### config.mk
export PLATFORM = sky130hd
export DESIGN_NAME = tsdv_ram
export DESIGN_NICKNAME = d
export VERILOG_FILES = /design/src/rtl/assert_macros.svh /design/src/rtl/tsdv_ram.sv
export SDC_FILE = /design/constraint.sdc
export NUM_CORES = 2
export LEC_CHECK = 0
export ABC_AREA = 1
export BUFFER_PORTS_ARGS = -buffer_cell sky130_fd_sc_hd__buf_2
export CAP_MARGIN = 15
export CORE_MARGIN = 2
export CORE_UTILIZATION = 63
export DETAILED_ROUTE_END_ITERATION = 12
export PLACE_DENSITY = 0.77
export SLEW_MARGIN = 10
export SYNTH_ARGS = -nofsm -noshare
export SYNTH_HDL_FRONTEND = slang
export SYNTH_SLANG_ARGS = --single-unit
### constraint.sdc
create_clock -name clk_i -period 1.8 [get_ports clk_i]
set_input_delay 0.09 -clock clk_i [delete_from_list [all_inputs] [get_ports clk_i]]
set_output_delay 0.09 -clock clk_i [all_outputs]
set_load 0.03 [all_outputs]
### src/rtl/assert_macros.svh
// ----------------------------------------------------------------------------
// assertion macros
// concurrent checks that compile away in synthesis
// ----------------------------------------------------------------------------
`ifndef ASSERT_MACROS_SVH
`define ASSERT_MACROS_SVH

`ifndef SYNTHESIS

`define TSDV_ASSERT(lbl, clk, rst_n, expr) \
  lbl: assert property (@(posedge clk) disable iff (!rst_n) (expr)) \
    else $error("assertion failed");

`define TSDV_ASSERT_IMP(lbl, clk, rst_n, ante, cons) \
  lbl: assert property (@(posedge clk) disable iff (!rst_n) (ante) |-> (cons)) \
    else $error("assertion failed");

`else

`define TSDV_ASSERT(lbl, clk, rst_n, expr)

`define TSDV_ASSERT_IMP(lbl, clk, rst_n, ante, cons)

`endif

`endif

### src/rtl/tsdv_ram.sv
// ----------------------------------------------------------------------------
// tsdv_ram
// generic single write, single read ram with registered read data
// ----------------------------------------------------------------------------
`default_nettype none

module tsdv_ram #(
  parameter int Width = 8,
  parameter int Depth = 256
) (
  input  wire logic                     clk_i,
  input  wire logic                     we_i,
  input  wire logic [$clog2(Depth)-1:0] waddr_i,
  input  wire logic [Width-1:0]         wdata_i,
  input  wire logic                     re_i,
  input  wire logic [$clog2(Depth)-1:0] raddr_i,
  output      logic [Width-1:0]         rdata_o
);

  logic [Width-1:0] mem_q [Depth];
  logic [Width-1:0] rdata_q;

  always_ff @(posedge clk_i) begin
    if (we_i) begin
      mem_q[waddr_i] <= wdata_i;
    end
    if (re_i) begin
      rdata_q <= mem_q[raddr_i];
    end
  end

  assign rdata_o = rdata_q;

endmodule

`default_nettype wire

==> impl_metrics.tcl <==
set metrics [dict create \
    start_kind "flip-flop" \
    critPathKind "flip-flop to flip-flop" \
    power_density_nw_per_um2 1030 \
    die_h_um 368 \
    cpMostUsedCell "nand3_1" \
    port_buffers 34 \
    synth_seq_cells 2056 \
    grtUsageTotal_pct 34.1 \
    required_ns 2.38 \
    status "finished, final reports clean" \
    ys_seq_area_share_pct 74.0 \
    synth_cells 7003 \
    drive_above_1_share_pct 13.7 \
    clock_path_buffers 3 \
    gr-usage-met3_pct 8.25 \
    worst_pin_slew_ns 0.751 \
    yosysWarnings 0 \
    fin_crit_ns 1.79 \
    drt_iter0_drc 9869 \
    ys_types 13 \
    cts.sinks 2056 \
    p_leak_nw 34.9 \
    initial_core_util_pct 63.5 \
    finalHoldViolations 0 \
    max_stage_delay_ns 0.38 \
    drv_slew 0 \
    fin_skew_ns 0.0373 \
    cap_violations 0 \
    use_met1_pct 46.5 \
    grt_max_degree 78 \
    hold_class "input port to flip-flop" \
    cts_setup_buffers 0 \
    grt_pass1_vias 56400 \
    coreArea_um2 131000 \
    cts.clk_slew.worst_paths_ns 0.06 \
    wirelength_um 231000 \
    clock_latency_ns 0.85 \
    holdWs_ns 0.0746 \
    gp_congestion 0.954 \
    crit_slowest_cell "edfxtp_1" \
    fin_crit_sh_pct 99.4 \
    fin_nets 7434 \
    netlist_area_um2 83500 \
    fp-row-count 133 \
    cts_buffers 196 \
    synthToLayoutAreaGrowth_pct 16.2 \
    via_count 58900 \
    vdd_drop_max_uv 929 \
    dp_slack_ns -0.566 \
    routedWlPerCell_um 24.7 \
    grt-ovfl-total 0 \
    drtPass1Iterations 6 \
    relSlewSlack_pct 49.9 \
    path_delay_family "simple AND/OR/NAND/NOR gates" \
    final_cell_count_no_fill 9339 \
    syn_area_per_cell_um2 11.9 \
    place_inst 8949 \
    die_area_um2 135000 \
    synth_fp_nets 7030 \
    antenna_found_initial 9 \
    busiest_layer "met2" \
    crit_chain "nand2_1 -> nand3_1 -> nand3_1 -> nand3_1 -> nand3_2 -> nand3_1 -> nand3_1 -> nand2_1 -> nand2_1 -> nand2_1" \
    grt_pass1_wl_um 345000 \
    via_per_inst 6.31 \
    cp_max_fo 1 \
    cp.arrival_ns 2.37 \
    fmax_mhz 559 \
    worst_slack_ns 0.0109 \
    cts_root_buf "clkbuf_16" \
    hpwl_um 143000 \
    cp-end-kind "flip-flop" \
    ant_nets 0 \
    grt_setup_unrepaired "true" \
    drcViolationCount 0 \
    met2_usage_pct 52.9 \
    die_x_um 368 \
    setup_tns_ns 0 \
    setup_violations 0 \
    cts_tree "built" \
    h-tree-depth 4 \
    crit_buf_inv 0 \
    boundaryPins 35 \
]
[routing by layer]
metal  part of all wire (%)  vias to the layer above
li1                       -                    25700
met1                     36                    28200
met2                     47                     4281
met3                     13                      689
met4                    4.5                        6
met5                  0.018                        -
[synthesized netlist by cell type]
| cell | instances | area share, % |
|---|---|---|
| nand2_1 | 2123 | 9.5 |
| edfxtp_1 | 2056 | 74 |
| nand3_1 | 2019 | 12 |
| nor2_1 | 283 | 1.3 |
| buf_2 | 268 | 1.6 |
| clkbuf_1 | 112 | 0.50 |
| buf_4 | 46 | 0.41 |
| buf_1 | 40 | 0.18 |
| inv_1 | 36 | 0.16 |
| buf_6 | 16 | 0.22 |
| inv_2 | 2 | 0.0090 |
| buf_8 | 1 | 0.018 |
| inv_4 | 1 | 0.0075 |
[placed cells by master, fill, tap and decap left out, drive strengths merged]
cell | Yosys | routed
clkinvlp | 0 | 4
nand2 | 2123 | 2123
clkbuf | 112 | 247
inv | 39 | 47
edfxtp | 2056 | 2056
bufinv | 0 | 13
clkinv | 0 | 92
diode | 0 | 12
nand3 | 2019 | 2019
dlygate4sd3 | 0 | 14
buf | 371 | 674
nor2 | 283 | 283
[worst paths after layout]
kind | to | slack (ns) | from | cells past startpoint
worst min-delay path | mem_q[216][1] | 0.07 | waddr_i[4] | 6
worst min register to register | rdata_o[3] | 1.10 | mem_q[239][3] | 10
worst max-delay path | rdata_o[5] | 0.01 | mem_q[63][5] | 10
worst max register to register | rdata_o[5] | 0.01 | mem_q[63][5] | 10
[area by class of cell]
cell class / count / area [um2]
multi-input combinational: 4425 / 19700
clock inverter: 117 / 1020
clock buffer: 246 / 5160
tap: 1755 / 2200
fill: 7908 / 34400
antenna: 12 / 30.0
sequential: 2056 / 61700
inverter: 39 / 180
timing repair buffer: 689 / 7050
[where the power goes]
group	switching [W]	total [W]	internal (W)
clock	0.0177	0.0399	0.0222
combinational	0.00490	0.00702	0.00212
sequential	0.0000693	0.0528	0.0528
[per-stage QoR]
step           utilization (%)  power, W  instance area, um2
3_3_place_gp              68.6    0.0603               90100
5_1_grt                   73.8     0.102               97000
3_5_place_dp              68.6    0.0605               90100
4_1_cts                   73.5    0.0995               96600
2_1_floorplan                -    0.0571               83500
6_report                  73.8    0.0998               97000
[tightest hold or removal path: stages]
cell,delay (ns)
buf_2,0.17
inv_1,0.07
nor2_1,0.03
buf_4,0.15
nand2_1,0.11
nor2_1,0.10
[state kept, by name, summed over array words and instances, names as in the netlist]
signal / cells
mem_q: 2048
rdata_o: 8
[timing repair]
action | CTS | global route
gates resized for setup | 27 | 79
setup endpoints to repair | 8 | 135
hold buffers | 14 | 0
pin swaps | 1 | 2
endpoints found under the hold margin | 2021 | 0
[cell families (layout without fill, tap and decap cells)]
kind of cell           count (synthesis)  count (layout)  share of synthesized area (%)
other                                  0              12                              0
buffers and inverters                522            1091                           3.12
DFF                                 2056            2056                           74.0
and+or+nand+nor                     4425            4425                           22.9
Power figures use the tool's default switching activity.
